**src/rtl/core/dfg_pkg.sv**
```systemverilog
// ----------------------------------------------------------------------------
// dfg_pkg
// Shared types and constants of the DShot frame generator.
// ----------------------------------------------------------------------------
package dfg_pkg;

  localparam int FRAME_BITS  = 16;
  localparam int TRAIL_WORDS = 2;
  localparam int SLOTS       = FRAME_BITS + TRAIL_WORDS;
  localparam int SLOT_W      = $clog2(SLOTS);
  localparam int BIT_IDX_W   = $clog2(FRAME_BITS);

  localparam int VALUE_W     = 11;
  localparam int CODE_W      = 6;
  localparam int REPS_W      = 4;
  localparam int DUTY_W      = 16;
  localparam int CFG_INDEX_W = 3;
  localparam int CFG_DATA_W  = 16;

  // operation codes
  localparam logic [1:0] OP_TICK     = 2'd0;
  localparam logic [1:0] OP_THROTTLE = 2'd1;
  localparam logic [1:0] OP_COMMAND  = 2'd2;
  localparam logic [1:0] OP_STOP     = 2'd3;

  // result kinds
  localparam logic KIND_DUTY   = 1'b0;
  localparam logic KIND_STATUS = 1'b1;

  // register indexes
  localparam logic [CFG_INDEX_W-1:0] REG_MIN_THROTTLE    = 3'd0;
  localparam logic [CFG_INDEX_W-1:0] REG_MAX_THROTTLE    = 3'd1;
  localparam logic [CFG_INDEX_W-1:0] REG_ONE_BIT_DUTY    = 3'd2;
  localparam logic [CFG_INDEX_W-1:0] REG_ZERO_BIT_DUTY   = 3'd3;
  localparam logic [CFG_INDEX_W-1:0] REG_STOP_ONLY_LIMIT = 3'd4;

  // register reset values
  localparam logic [VALUE_W-1:0] MIN_THROTTLE_RST    = 11'd48;
  localparam logic [VALUE_W-1:0] MAX_THROTTLE_RST    = 11'd2047;
  localparam logic [DUTY_W-1:0]  ONE_BIT_DUTY_RST    = 16'd30;
  localparam logic [DUTY_W-1:0]  ZERO_BIT_DUTY_RST   = 16'd15;
  localparam logic [CODE_W-1:0]  STOP_ONLY_LIMIT_RST = 6'd36;

  typedef struct packed {
    logic [1:0]        op;
    logic [15:0]       throttle;
    logic [CODE_W-1:0] command_code;
    logic [REPS_W-1:0] repeat_count;
  } in_item_t;

  typedef struct packed {
    logic              kind;
    logic [DUTY_W-1:0] duty;
    logic              accepted;
    logic              last;
  } out_item_t;

  typedef struct packed {
    logic [VALUE_W-1:0] min_throttle;
    logic [VALUE_W-1:0] max_throttle;
    logic [DUTY_W-1:0]  one_bit_duty;
    logic [DUTY_W-1:0]  zero_bit_duty;
    logic [CODE_W-1:0]  stop_only_limit;
  } cfg_t;

  // work handed from front to back
  typedef struct packed {
    logic                  is_status;
    logic                  accepted;
    logic [FRAME_BITS-1:0] frame;
  } job_t;

  // 11-bit value, zero telemetry bit, nibble-XOR checksum
  function automatic logic [FRAME_BITS-1:0] build_frame(input logic [VALUE_W-1:0] value);
    logic [11:0] word;
    logic [3:0]  sum;
    word = {value, 1'b0};
    sum  = word[3:0] ^ word[7:4] ^ word[11:8];
    return {word, sum};
  endfunction

endpackage

```
**src/rtl/core/dfg_front.sv**
```systemverilog
// ----------------------------------------------------------------------------
// dfg_front
// Accepts items, keeps throttle and pending command, and queues frame and
// status jobs for the back end.
// ----------------------------------------------------------------------------
module dfg_front (
  input  logic            clk,
  input  logic            rst,
  input  dfg_pkg::cfg_t   cfg,
  input  logic            push,
  input  dfg_pkg::in_item_t item,
  input  logic            job_full,
  output logic            job_push,
  output dfg_pkg::job_t   job
);
  import dfg_pkg::*;

  logic [VALUE_W-1:0] throttle_level, throttle_level_next;
  logic [CODE_W-1:0]  pending_command, pending_command_next;
  logic [REPS_W-1:0]  pending_repeats, pending_repeats_next;

  logic               take;
  logic [15:0]        min_ext, max_ext, clamped;
  logic               refused;
  logic [VALUE_W-1:0] send_value;

  assign take    = push && !job_full;
  assign min_ext = {5'd0, cfg.min_throttle};
  assign max_ext = {5'd0, cfg.max_throttle};
  assign refused = (item.command_code <= cfg.stop_only_limit) && (throttle_level != '0);

  always_comb begin
    if (item.throttle < min_ext) begin
      clamped = min_ext;
    end else if (item.throttle > max_ext) begin
      clamped = max_ext;
    end else begin
      clamped = item.throttle;
    end
  end

  assign send_value = (pending_repeats != '0) ? VALUE_W'(pending_command) : throttle_level;

  always_comb begin
    throttle_level_next  = throttle_level;
    pending_command_next = pending_command;
    pending_repeats_next = pending_repeats;
    job_push             = 1'b0;
    job                  = '0;
    if (take) begin
      case (item.op)
        OP_TICK: begin
          job_push  = 1'b1;
          job.frame = build_frame(send_value);
          if (pending_repeats != '0) begin
            pending_repeats_next = pending_repeats - 1'b1;
          end
        end
        OP_THROTTLE: begin
          // max below min leaves the clamped value at or under min: level is zero
          if (clamped >= min_ext) begin
            throttle_level_next = VALUE_W'(clamped - min_ext);
          end else begin
            throttle_level_next = '0;
          end
        end
        OP_COMMAND: begin
          job_push             = 1'b1;
          job.is_status        = 1'b1;
          job.accepted         = !refused;
          pending_command_next = item.command_code;
          if (!refused) begin
            pending_repeats_next = item.repeat_count;
          end
        end
        OP_STOP: begin
          throttle_level_next = '0;
        end
        default: begin
        end
      endcase
    end
  end

  always_ff @(posedge clk) begin
    if (rst) begin
      throttle_level  <= '0;
      pending_command <= '0;
      pending_repeats <= '0;
    end else begin
      throttle_level  <= throttle_level_next;
      pending_command <= pending_command_next;
      pending_repeats <= pending_repeats_next;
    end
  end

endmodule

```
**src/rtl/core/dfg_queue.sv**
```systemverilog
// ----------------------------------------------------------------------------
// dfg_queue
// Short job queue between front and back end.
// ----------------------------------------------------------------------------
module dfg_queue #(
  parameter int DEPTH = 4
) (
  input  logic          clk,
  input  logic          rst,
  input  logic          wr_en,
  input  dfg_pkg::job_t wr_job,
  output logic          full,
  input  logic          rd_en,
  output dfg_pkg::job_t rd_job,
  output logic          empty
);
  import dfg_pkg::*;

  localparam int PTR_W = (DEPTH > 1) ? $clog2(DEPTH) : 1;
  localparam int CNT_W = $clog2(DEPTH + 1);

  job_t             mem [DEPTH];
  logic [PTR_W-1:0] wr_ptr, rd_ptr;
  logic [CNT_W-1:0] count;
  logic             do_wr, do_rd;

  assign full   = (count == CNT_W'(DEPTH));
  assign empty  = (count == '0);
  assign do_wr  = wr_en && !full;
  assign do_rd  = rd_en && !empty;
  assign rd_job = mem[rd_ptr];

  always_ff @(posedge clk) begin
    if (do_wr) begin
      mem[wr_ptr] <= wr_job;
    end
  end

  always_ff @(posedge clk) begin
    if (rst) begin
      wr_ptr <= '0;
      rd_ptr <= '0;
      count  <= '0;
    end else begin
      if (do_wr) begin
        wr_ptr <= (wr_ptr == PTR_W'(DEPTH - 1)) ? '0 : wr_ptr + 1'b1;
      end
      if (do_rd) begin
        rd_ptr <= (rd_ptr == PTR_W'(DEPTH - 1)) ? '0 : rd_ptr + 1'b1;
      end
      if (do_wr && !do_rd) begin
        count <= count + 1'b1;
      end else if (do_rd && !do_wr) begin
        count <= count - 1'b1;
      end
    end
  end

endmodule

```
**src/rtl/core/dfg_back.sv**
```systemverilog
// ----------------------------------------------------------------------------
// dfg_back
// Serialises queued jobs into duty words and status results through an
// output register.
// ----------------------------------------------------------------------------
module dfg_back (
  input  logic              clk,
  input  logic              rst,
  input  dfg_pkg::cfg_t     cfg,
  input  logic              job_empty,
  input  dfg_pkg::job_t     job,
  output logic              job_pop,
  output dfg_pkg::out_item_t result,
  output logic              empty,
  input  logic              pop
);
  import dfg_pkg::*;

  logic                 out_valid;
  out_item_t            out_q, out_next;
  logic [SLOT_W-1:0]    slot;
  logic                 load;
  logic                 last_slot;
  logic [BIT_IDX_W-1:0] bit_idx;

  assign load      = !job_empty && (!out_valid || pop);
  assign last_slot = (slot == SLOT_W'(SLOTS - 1));
  assign bit_idx   = BIT_IDX_W'(FRAME_BITS - 1) - slot[BIT_IDX_W-1:0];
  assign job_pop   = load && (job.is_status || last_slot);
  assign empty     = !out_valid;
  assign result    = out_q;

  always_comb begin
    out_next = '0;
    if (job.is_status) begin
      out_next.kind     = KIND_STATUS;
      out_next.accepted = job.accepted;
      out_next.last     = 1'b1;
    end else begin
      out_next.kind = KIND_DUTY;
      if (slot < SLOT_W'(FRAME_BITS)) begin
        out_next.duty = job.frame[bit_idx] ? cfg.one_bit_duty : cfg.zero_bit_duty;
      end
      out_next.last = last_slot;
    end
  end

  always_ff @(posedge clk) begin
    if (load) begin
      out_q <= out_next;
    end
  end

  always_ff @(posedge clk) begin
    if (rst) begin
      out_valid <= 1'b0;
      slot      <= '0;
    end else begin
      if (load) begin
        out_valid <= 1'b1;
        if (!job.is_status) begin
          slot <= last_slot ? '0 : slot + 1'b1;
        end
      end else if (pop) begin
        out_valid <= 1'b0;
      end
    end
  end

endmodule

```
**src/rtl/core/dshot_frame_generator.sv**
```systemverilog
// Path: an item's job is written to the job queue and its result then to the
// output register. Throughput: one item per cycle in while not full; one result
// word per cycle out while pop is held; a tick yields 18 words, a command one.
// The job queue (QUEUE_DEPTH entries) plus the output register absorb bursts.
// Reset: throttle, pending command and repeat count clear; registers reload.
// ----------------------------------------------------------------------------
// dshot_frame_generator
// DShot frame encoder: throttle and special command handling, frame build
// and per-bit duty word output.
// ----------------------------------------------------------------------------
module dshot_frame_generator #(
  parameter int QUEUE_DEPTH = 4
) (
  input  logic                                clk,
  input  logic                                rst,
  input  logic                                push,
  output logic                                full,
  input  dfg_pkg::in_item_t                   item,
  output logic                                empty,
  input  logic                                pop,
  output dfg_pkg::out_item_t                  result,
  input  logic                                cfg_valid,
  output logic                                cfg_ready,
  input  logic [dfg_pkg::CFG_INDEX_W-1:0]     cfg_index,
  input  logic [dfg_pkg::CFG_DATA_W-1:0]      cfg_data
);
  import dfg_pkg::*;

  cfg_t cfg;
  logic job_push, job_full, job_pop, job_empty;
  job_t wr_job, rd_job;

  assign cfg_ready = 1'b1;
  assign full      = job_full;

  always_ff @(posedge clk) begin
    if (rst) begin
      cfg.min_throttle    <= MIN_THROTTLE_RST;
      cfg.max_throttle    <= MAX_THROTTLE_RST;
      cfg.one_bit_duty    <= ONE_BIT_DUTY_RST;
      cfg.zero_bit_duty   <= ZERO_BIT_DUTY_RST;
      cfg.stop_only_limit <= STOP_ONLY_LIMIT_RST;
    end else if (cfg_valid && cfg_ready) begin
      case (cfg_index)
        REG_MIN_THROTTLE:    cfg.min_throttle    <= cfg_data[VALUE_W-1:0];
        REG_MAX_THROTTLE:    cfg.max_throttle    <= cfg_data[VALUE_W-1:0];
        REG_ONE_BIT_DUTY:    cfg.one_bit_duty    <= cfg_data[DUTY_W-1:0];
        REG_ZERO_BIT_DUTY:   cfg.zero_bit_duty   <= cfg_data[DUTY_W-1:0];
        REG_STOP_ONLY_LIMIT: cfg.stop_only_limit <= cfg_data[CODE_W-1:0];
        default: begin
        end
      endcase
    end
  end

  dfg_front u_front (
    .clk      (clk),
    .rst      (rst),
    .cfg      (cfg),
    .push     (push),
    .item     (item),
    .job_full (job_full),
    .job_push (job_push),
    .job      (wr_job)
  );

  dfg_queue #(
    .DEPTH (QUEUE_DEPTH)
  ) u_queue (
    .clk    (clk),
    .rst    (rst),
    .wr_en  (job_push),
    .wr_job (wr_job),
    .full   (job_full),
    .rd_en  (job_pop),
    .rd_job (rd_job),
    .empty  (job_empty)
  );

  dfg_back u_back (
    .clk       (clk),
    .rst       (rst),
    .cfg       (cfg),
    .job_empty (job_empty),
    .job       (rd_job),
    .job_pop   (job_pop),
    .result    (result),
    .empty     (empty),
    .pop       (pop)
  );

endmodule
```
**config.mk**
```make
export PLATFORM = sky130hd
export DESIGN_NAME = dshot_frame_generator
export DESIGN_NICKNAME = d
export VERILOG_FILES = /design/src/rtl/core/dfg_pkg.sv /design/src/rtl/core/dfg_front.sv /design/src/rtl/core/dfg_queue.sv /design/src/rtl/core/dfg_back.sv /design/src/rtl/core/dshot_frame_generator.sv
export SDC_FILE = /design/constraint.sdc
export NUM_CORES = 1
export LEC_CHECK = 0
export BUFFER_PORTS_ARGS = -buffer_cell sky130_fd_sc_hd__buf_2
export CORE_MARGIN = 2
export CORE_UTILIZATION = 35
export DETAILED_ROUTE_END_ITERATION = 8
export GPL_TIMING_DRIVEN = 1
export PLACE_DENSITY = 0.57
export SETUP_SLACK_MARGIN = 0.02
export SYNTH_ARGS = -nofsm -noshare
export SYNTH_HDL_FRONTEND = slang
export SYNTH_SLANG_ARGS = --single-unit
```
**constraint.sdc**
```tcl
create_clock -name clk -period 8.2 [get_ports clk]
set_clock_uncertainty 0.05 [all_clocks]
set_input_delay 1.23 -clock clk [delete_from_list [all_inputs] [get_ports clk]]
set_output_delay 1.23 -clock clk [all_outputs]
set_load 0.02 [all_outputs]
```
==> results of run 1 <==
-- final timing paths --
check / from / end / slack (ns) / depth (start not counted)
setup / recovery: item[25] / u_front.throttle_level[9]$_SDFFE_PP0P_ / 2.62 / 16
hold / removal: cfg[3]$_SDFFE_PP0P_ / cfg[3]$_SDFFE_PP0P_ / 0.40 / 2
setup reg to reg: cfg[58]$_SDFFE_PP0P_ / u_front.throttle_level[9]$_SDFFE_PP0P_ / 3.28 / 16
hold reg to reg: cfg[3]$_SDFFE_PP0P_ / cfg[3]$_SDFFE_PP0P_ / 0.40 / 2
-- placed cells by master, fill, tap and decap left out, types with 8 or more instances in the layout --
| cell | Yosys | routed |
|---|---|---|
| buf_4 | 4 | 8 |
| o21ai_0 | 11 | 11 |
| nand2_1 | 153 | 153 |
| buf_2 | 1 | 72 |
| nand3_1 | 27 | 27 |
| mux2i_1 | 19 | 19 |
| nor2_1 | 47 | 47 |
| a21o_1 | 9 | 9 |
| and2_1 | 11 | 11 |
| a21oi_1 | 74 | 73 |
| o211ai_1 | 14 | 14 |
| or3_1 | 9 | 9 |
| dfxtp_1 | 96 | 96 |
| inv_1 | 43 | 43 |
| clkbuf_16 | 0 | 18 |
| nor3_1 | 8 | 8 |
| ha_1 | 47 | 47 |
| a22o_1 | 16 | 16 |
| a211oi_1 | 9 | 9 |
| xnor2_1 | 10 | 10 |
| edfxtp_1 | 87 | 87 |
| o21ai_1 | 14 | 14 |
| mux4_2 | 13 | 13 |
-- metrics by stage --
| stage | hold slack, ns | total power, uW |
|---|---|---|
| 6_report | 0.404 | 2500 |
| 5_1_grt | 0.424 | 2630 |
| 4_1_cts | 0.408 | 2520 |
| 3_5_place_dp | 0.398 | 1730 |
| 3_3_place_gp | 0.391 | 1720 |
| 2_1_floorplan | 0.386 | 1570 |
-- sequential cells by signal, indices dropped and copies added, names as in the netlist, named ones only --
signal,count
u_queue.mem,68
cfg,60
u_back.result,19
u_front.throttle_level,11
u_front.pending_command,6
u_back.slot,5
u_front.pending_repeats,4
u_queue.count,3
u_queue.rd_ptr,2
u_queue.wr_ptr,2
u_back.out_valid,1
-- kinds of logic after synthesis --
logic type      after synthesis
compound gates              182
xor+xnor                     15
fa+ha+maj                    49
buf+inv                      85
flops                       183
mux                          39
other cells                   1
simple gates                297
-- cell type report --
class                      instances  share of cell area (%)
inverter                          44                    1.78
tap                              330                    4.11
clock buffer                      18                    4.48
clock inverter                    14                    1.32
sequential                       183                    45.1
multi-input combinational        583                    39.0
timing repair buffer              80                    4.18
-- tightest hold or removal path: cells and delay by family (launching register included) --
family | cells | cell delay, ns
flip-flops | 1 | 0.31
AND/OR/NAND/NOR | 1 | 0.05
AO/OA/AOI/OAI | 1 | 0.05
-- report_power, final --
part / switching (uW) / total [uW] / internal, uW
combinational: 357 / 581 / 224
clock: 378 / 797 / 419
sequential: 52.4 / 1120 / 1070
-- metal layers --
layer,part of all wire (%),wire (microns),vias up,global-route usage (%)
met5,0,0,-,0
met4,1.8,356,0,4.87
met3,4.1,841,26,3.08
met2,49,10100,133,26.8
met1,45,9070,3044,20.8
li1,-,-,3182,-
==> metrics.md, run 1 <==
| Metric | Value |
|---|---|
| H-tree levels | 4 |
| DIE WIDTH | 163 microns |
| Crit path max fanout | 11 |
| Max-cap violations | 0 |
| Area after DPL | 9460 sq um |
| Kind of cell adding the most delay to the critical path | compound AO/OA/AOI/OAI gates |
| Worst rel slew slack | 16.4% |
| Postcts setup bufs | 0 |
| Row cnt | 58 |
| Post-CTS sizing | 0 |
| Initial antenna violation count | 0 |
| Worst-Margin Slew | 1.25 ns |
| Root buffer cell | clkbuf_16 |
| XOR/XNOR Fraction of Synth Area | 1.49% |
| Global Route Usage Sum | 15.9% |
| CP Cell Sequence | buf_2, or4_1, or2_0, or4_1, o31ai_2, buf_4, mux2_1, mux2i_1, ha_1, fa_1, nand2b_1, a211oi_1, o21ai_1, a211oi_1, o21ai_0, a21oi_1 |
| Setup TNS | 0 ns |
| Top-area cell type share of the netlist area | 29.5% |
| Leak | 0.00373 uW |
| Dpl ws | 2.16 ns |
| Vias in the first global route | 6139 |
| Gpl congestion | 0.887 |
| Num ports | 74 |
| ANT nets after route | 0 |
| # diodes | 0 |
| Syn_nets | 952 |
| Yosys warns | 0 |
| Drt drc | 0 |
| Final Hold Viols | 0 |
| CP max stage cell | a211oi_1 |
| Cell with the most instances after synthesis | nand2_1 |
| Synth top area cells | edfxtp_1 30%, dfxtp_1 22%, ha_1 6.6%, nand2_1 6.5%, a21oi_1 4.2% |
| Area occupied by multi-input gates | 3920 sq um |
| Worst setup SP type | input port |
| Outcome | finished, final reports clean |
| Synthesized flop and latch total | 183 |
| Unrepaired setup endpoints after global routing | no |
| Post-route setup slack | 2.62 ns |
| Post-synth EDFFs | 87 |
| Non-filler cells, final | 1252 |
| Pwr per Cell Area | 249 nW/um^2 |
| Total CTS buffers | 17 |
| Seq/Total Area, Yosys | 51.3% |
| Maximum vdd drop | 104 uV |
| Fin crit period | 5.58 ns |
| DR iter-0 viols | 400 |
| TritonCTS clock tree | built |
| Max Slew Vio Count | 0 |
| Post-DP HPWL | 14700 microns |
| Largest net degree at the start of global routing | 77 |
| Area delta synth->final | 13.6% |
| First-pass GRT wire length | 32600 microns |
| Unique cell type count in the Yosys netlist | 68 |
| Vias | 6385 |
| Mux cell area share after synthesis | 7.03% |
| Syn avg cell area | 10.4 sq um |
| Achievable frequency | 0.179 GHz |
| Combinational family with the most area after synthesis | simple AND/OR/NAND/NOR gates |
| Share of layout cells above drive strength 1 | 15.0% |
| Clk sink count | 183 |
| Placed insts | 1220 |
| Design Area, Final | 10000 sq um |
| Fin util | 40.2% |
| Compound-Gate Fraction of Synth Area | 13.4% |
| Leading area contributor after synthesis | edfxtp_1 |
| Gr ovfl total | 0 |
| Critical path type | in2reg |
| Simple-Gate Fraction of Synth Area | 15.1% |
| Starting Density | 35.4% |
| Clk pin slew, worst setup/hold paths | 0.07 ns |
| Endpoints failing setup | 0 |
| Synth cell count leaders | 153 x nand2_1, 96 x dfxtp_1, 87 x edfxtp_1 |
| Critical Path RT | 8.51 ns |
| Number of port buffers | 72 |
| Routed vias/inst | 5.10 |
| CTS Hold Bufs | 0 |
| Routed wire per std cell | 16.2 microns |
| CP Buf/Inv Count | 2 |
| Post-Synth Adder-Cell Area | 7.10% |
| HP Class | reg2reg |
| Ys flop type | dfxtp_1 |
| Routed WL | 20300 microns |
| Nets | 1010 |
| Fillers | 2520 |
| Synth Instances | 851 |
| Storage cell area | 4530 sq um |
| Cell area after synthesis | 8850 sq um |
| Ys async rst share | 0% |
| WP data arrival | 5.90 ns |
| Crit path largest cell delay | 0.99 ns |
| Die ar. | 26600 sq um |
| DRT Pass-1 Iters | 5 |
| Die H | 163 microns |
| Core area | 25000 sq um |
| Clk Latency, worst-skew pair | 0.44 ns |
| Bufs on Longest Clock Path | 2 |
| Period Utilization, post-route | 68.1% |
| Crit end category | flip-flop |
(Power assumes the default switching activity.)
==> run 2, diff against run 1 <==
- clock period: 8.2 -> 5.9 ns (I/O delays scaled with it)
==> metrics.md, run 2 (synthesis results as in run 1) <==
| Metric | Value |
|---|---|
| Outcome | finished, final reports clean |
| Max-cap violations | 0 |
| Postcts setup bufs | 0 |
| Vias | 6317 |
| Initial antenna violation count | 0 |
| Crit-path most repeated cell | a211oi_1 |
| DR iter-0 viols | 354 |
| First-pass GRT wire length | 33100 microns |
| Clk sink count | 183 |
| Crit path max fanout | 11 |
| Routed vias/inst | 5.04 |
| Worst-Margin Slew | 1.16 ns |
| Die ar. | 26600 sq um |
| Largest register FFs | 68 |
| Clk Latency, worst-skew pair | 0.44 ns |
| Largest net degree at the start of global routing | 77 |
| Num ports | 74 |
| Unrepaired setup endpoints after global routing | no |
| HP Class | reg2reg |
| WP data arrival | 5.30 ns |
| Row cnt | 58 |
| CTS Hold Bufs | 0 |
| # diodes | 0 |
| Post-CTS sizing | 0 |
| Gpl congestion | 0.839 |
| Drt drc | 0 |
| Setup TNS | 0 ns |
| H-tree levels | 4 |
| Routed WL | 20800 microns |
| Share of layout cells above drive strength 1 | 15.0% |
| Max Slew Vio Count | 0 |
| DIE WIDTH | 163 microns |
| Final Hold Viols | 0 |
| Leak | 0.00373 uW |
| CP max stage cell | o31ai_2 |
| TritonCTS clock tree | built |
| Gr ovfl total | 0 |
| Top reg by flops | u_queue.mem |
| DRT Pass-1 Iters | 5 |
| Bufs on Longest Clock Path | 2 |
| Maximum vdd drop | 192 uV |
| Post-DP HPWL | 14900 microns |
| Critical Path RT | 6.21 ns |
| Area delta synth->final | 13.5% |
| Pwr per Cell Area | 346 nW/um^2 |
| Worst rel slew slack | 22.4% |
| CP Buf/Inv Count | 2 |
| Worst setup SP type | input port |
| Endpoints failing setup | 0 |
| Die H | 163 microns |
| Nets | 1011 |
| Starting Density | 35.4% |
| Period Utilization, post-route | 84.6% |
| CP Cell Sequence | buf_2, or4_1, or2_0, a211o_1, o31ai_2, mux2_1, mux2i_1, ha_1, fa_1, nand2b_1, a211oi_1, o21ai_1, a211oi_1, buf_4, o21ai_0, a21oi_1 |
| Achievable frequency | 0.200 GHz |
| Root buffer cell | clkbuf_16 |
| Placed insts | 1221 |
| Global Route Usage Sum | 16.2% |
| Vias in the first global route | 6173 |
| Kind of cell adding the most delay to the critical path | compound AO/OA/AOI/OAI gates |
| Core area | 25000 sq um |
| Clk pin slew, worst setup/hold paths | 0.07 ns |
| Total CTS buffers | 17 |
| Non-filler cells, final | 1253 |
| Crit end category | flip-flop |
| Routed wire per std cell | 16.6 microns |
| ANT nets after route | 0 |
| Critical path type | in2reg |
| Number of port buffers | 72 |
| Crit path largest cell delay | 0.92 ns |
| Commonest non-fill, non-tap cell in the layout | nand2_1 |
| Fin crit period | 4.99 ns |
| Most frequent cells in the layout | 153 x nand2_1, 96 x dfxtp_1, 87 x edfxtp_1 |
-- run 2: cell types whose count changed in the layout (fill, tap and decap cells not counted) --
cell,previous run,this run
buf_4,8,9
bufinv_8,1,2
clkbuf_1,0,1
clkbuf_8,0,1
clkinv_4,3,2
clkinv_8,2,0
inv_4,1,3
inv_6,5,3
-- run 2: per-stage QoR --
step                util [%]  hold WS (ns)  area (sq um)  setup slack (ns)  total power [uW]
finish                  40.2         0.405         10000             0.909              3470
global route            40.2         0.423         10000             0.670              3650
detailed placement      37.9         0.397          9470             0.487              2410
global placement        37.9         0.391          9470             0.574              2400
floorplan                  -         0.386          8850              1.26              2180
CTS                     40.2         0.406         10000             0.931              3520
-- run 2: metal layers --
metal  share of wire, %  track usage, %  up-vias
li1                   -               -     3183
met1                 46            21.1     2994
met2                 50            27.9      122
met3                3.2            2.70       18
met4                1.0            4.51        0
met5                  0               0        -
-- run 2: worst reg2reg max path, stage by stage (launching register included) --
cell	delay, ns
dfxtp_1	0.35
inv_1	0.08
ha_1	0.29
a21o_1	0.18
a211o_1	0.30
o31ai_2	0.92
mux2_1	0.28
mux2i_1	0.07
ha_1	0.22
fa_1	0.40
nand2b_1	0.19
a211oi_1	0.27
o21ai_1	0.14
a211oi_1	0.31
buf_4	0.20
o21ai_0	0.08
a21oi_1	0.15
-- run 2: final cells by class --
| type | count | area, sq um |
|---|---|---|
| fill | 2491 | 14900 |
| sequential | 183 | 4530 |
| timing repair buffer | 81 | 428 |
| clock buffer | 20 | 468 |
| inverter | 44 | 179 |
| clock inverter | 12 | 104 |
| multi-input combinational | 583 | 3920 |
| tap | 330 | 413 |
-- run 2: power by group --
part           internal (uW)  switching (uW)  leakage [uW]  total, uW
sequential              1480            74.5       0.00159       1560
combinational            313             499       0.00185        813
clock                    604             499      0.000288       1100
-- run 2: path summary, 6_finish.rpt --
kind	from	end	slack [ns]	cells past startpoint
setup / recovery	item[25]	u_front.throttle_level[9]$_SDFFE_PP0P_	0.91	16
hold / removal	cfg[20]$_SDFFE_PP0P_	cfg[20]$_SDFFE_PP0P_	0.41	2
setup reg to reg	cfg[47]$_SDFFE_PP1P_	u_front.throttle_level[9]$_SDFFE_PP0P_	1.34	16
hold reg to reg	cfg[20]$_SDFFE_PP0P_	cfg[20]$_SDFFE_PP0P_	0.41	2
==> run 3, diff against run 2 <==
- PLACE_DENSITY: 0.57 -> 0.59
- clock period: 5.9 -> 4.4 ns (I/O delays scaled with it)
==> metrics.md, run 3 (synthesis results as in run 1) <==
| Metric | Value |
|---|---|
| Die H | 163 microns |
| Maximum vdd drop | 223 uV |
| Fin crit period | 4.05 ns |
| Post-CTS sizing | 0 |
| Postcts setup bufs | 0 |
| Unrepaired setup endpoints after global routing | no |
| Largest register FFs | 68 |
| Commonest non-fill, non-tap cell in the layout | nand2_1 |
| # diodes | 0 |
| Critical path type | in2reg |
| CP Cell Sequence | buf_2, or4_1, or2_0, or4_1, o31ai_2, buf_4, mux2i_1, o21ai_1, ha_1, nand4_1, nor4_1, nor2_1, a211oi_2, buf_4, a32oi_1, nor2_1 |
| Hold Path Origin | cfg[37]$_SDFFE_PP0P_ |
| Clk pin slew, worst setup/hold paths | 0.07 ns |
| CP max stage cell | or4_1 |
| TritonCTS clock tree | built |
| Max Slew Vio Count | 0 |
| HP Class | reg2reg |
| Hold path depth | 2 |
| Bufs on Longest Clock Path | 2 |
| Initial antenna violation count | 0 |
| Final Hold Viols | 0 |
| Crit end category | flip-flop |
| Achievable frequency | 0.247 GHz |
| Critical Path RT | 4.70 ns |
| First-pass GRT wire length | 33000 microns |
| Largest net degree at the start of global routing | 77 |
| Number of port buffers | 72 |
| Leak | 0.00383 uW |
| Die ar. | 26600 sq um |
| Worst-Margin Slew | 0.943 ns |
| Design Area, Final | 10200 sq um |
| Hold Crit Endpoint | cfg[37]$_SDFFE_PP0P_ |
| Most frequent cells in the layout | 153 x nand2_1, 96 x dfxtp_1, 87 x edfxtp_1 |
| Metal3 WL | 653 microns |
| Area after DPL | 9610 sq um |
| Share of layout cells above drive strength 1 | 16.9% |
| CTS Hold Bufs | 0 |
| Max-cap violations | 0 |
| Pwr per Cell Area | 461 nW/um^2 |
| Clk sink count | 183 |
| Total power | 4710 uW |
| Row cnt | 58 |
| Kind of cell adding the most delay to the critical path | simple AND/OR/NAND/NOR gates |
| Top reg by flops | u_queue.mem |
| H-tree levels | 4 |
| CP Buf/Inv Count | 3 |
| DIE WIDTH | 163 microns |
| Endpoints failing setup | 0 |
| Nets | 1029 |
| DRT Pass-1 Iters | 5 |
| WP data arrival | 4.35 ns |
| Outcome | finished, final reports clean |
| Drt drc | 0 |
| Worst setup SP type | input port |
| Fin util | 40.9% |
| Starting Density | 35.4% |
| Area delta synth->final | 15.5% |
| Root buffer cell | clkbuf_16 |
| Fillers | 2492 |
| ANT nets after route | 0 |
| Routed WL | 20900 microns |
| Num ports | 74 |
| DR iter-0 viols | 497 |
| Global Route Usage Sum | 16.1% |
| Area occupied by multi-input gates | 3930 sq um |
| Gr ovfl total | 0 |
| Met2 WL | 10300 microns |
| Storage cell area | 4530 sq um |
| RR Startpoint | cfg[58]$_SDFFE_PP0P_ |
| Period Utilization, post-route | 91.9% |
| Vias in the first global route | 6214 |
| Worst Reg-to-Reg Cells | 19 |
| Routed wire per std cell | 16.5 microns |
| Gpl congestion | 0.919 |
| Crit path largest cell delay | 0.55 ns |
| Vias | 6461 |
| Routed vias/inst | 5.08 |
| Wl on met1 | 9720 microns |
| Post-DP HPWL | 15200 microns |
| Crit path max fanout | 7 |
| Clk Latency, worst-skew pair | 0.43 ns |
| Top Layer Used | met4 |
| Worst rel slew slack | 37.2% |
| FF-to-FF End | u_front.throttle_level[9]$_SDFFE_PP0P_ |
| R2r setup slk | 0.49 ns |
| Hold Worst Slack | 0.405 ns |
| Core area | 25000 sq um |
| Total CTS buffers | 17 |
run 3: cell count changes in the layout (fill, tap and decap cells not counted), sizes merged:
cell	before	now
buf	81	99
clkbuf	20	17
clkinv	3	6
inv	50	52
bufinv	2	1
clkinvlp	1	0
run 3: final cells by class:
| class | count | share of cell area (%) |
|---|---|---|
| Sequential cell | 183 | 44.4 |
| Multi-Input combinational cell | 583 | 38.5 |
| Timing Repair Buffer | 99 | 5.51 |
| Clock buffer | 17 | 4.17 |
| Tap cell | 330 | 4.04 |
| Inverter | 44 | 1.75 |
| Clock inverter | 15 | 1.68 |
run 3: how the worst max path moves through the flow:
stage / start / endpoint / slack (ns) / cells after the start
global placement: item[25] / u_front.throttle_level[10]$_SDFFE_PP0P_ / -0.10 / 16
floorplan: item[25] / u_front.throttle_level[9]$_SDFFE_PP0P_ / 0.09 / 15
detailed placement: item[25] / u_front.throttle_level[5]$_SDFFE_PP0P_ / -0.20 / 16
finish: item[25] / u_front.throttle_level[5]$_SDFFE_PP0P_ / 0.35 / 16
global route: item[25] / u_front.throttle_level[10]$_SDFFE_PP0P_ / 0.04 / 16
CTS: item[25] / u_front.throttle_level[5]$_SDFFE_PP0P_ / 0.24 / 16
run 3: routing by layer:
layer	track usage, %	vias up
li1	-	3218
met1	21.5	3115
met2	26.6	107
met3	2.62	21
met4	5.03	0
met5	0	-
run 3: worst reg2reg max path: stages (launching register included):
cell	delay, ns
dfxtp_1	0.36
inv_1	0.10
ha_1	0.31
a21o_1	0.18
a2111oi_0	0.51
o31ai_1	0.15
o21ai_1	0.10
buf_4	0.14
buf_4	0.21
nand2_1	0.07
o21ai_1	0.08
ha_1	0.27
buf_4	0.15
o21a_1	0.16
o31a_1	0.13
o21ai_0	0.22
buf_4	0.17
mux2i_1	0.20
o21ai_0	0.11
a21oi_1	0.15
run 3: stage by stage:
stage	TNS (ns)	instances	setup slack, ns
after global routing	0	1271	0.0397
after CTS	0	1271	0.241
after floorplan	0	851	0.0878
after global placement	-0.747	1239	-0.100
final	0	1271	0.355
after detailed placement	-1.80	1239	-0.199
run 3: power by group:
part | internal, uW | switching [uW] | leakage, uW
registers | 1990 | 94.2 | 0.00159
clock network | 769 | 749 | 0.000290
logic | 431 | 678 | 0.00195
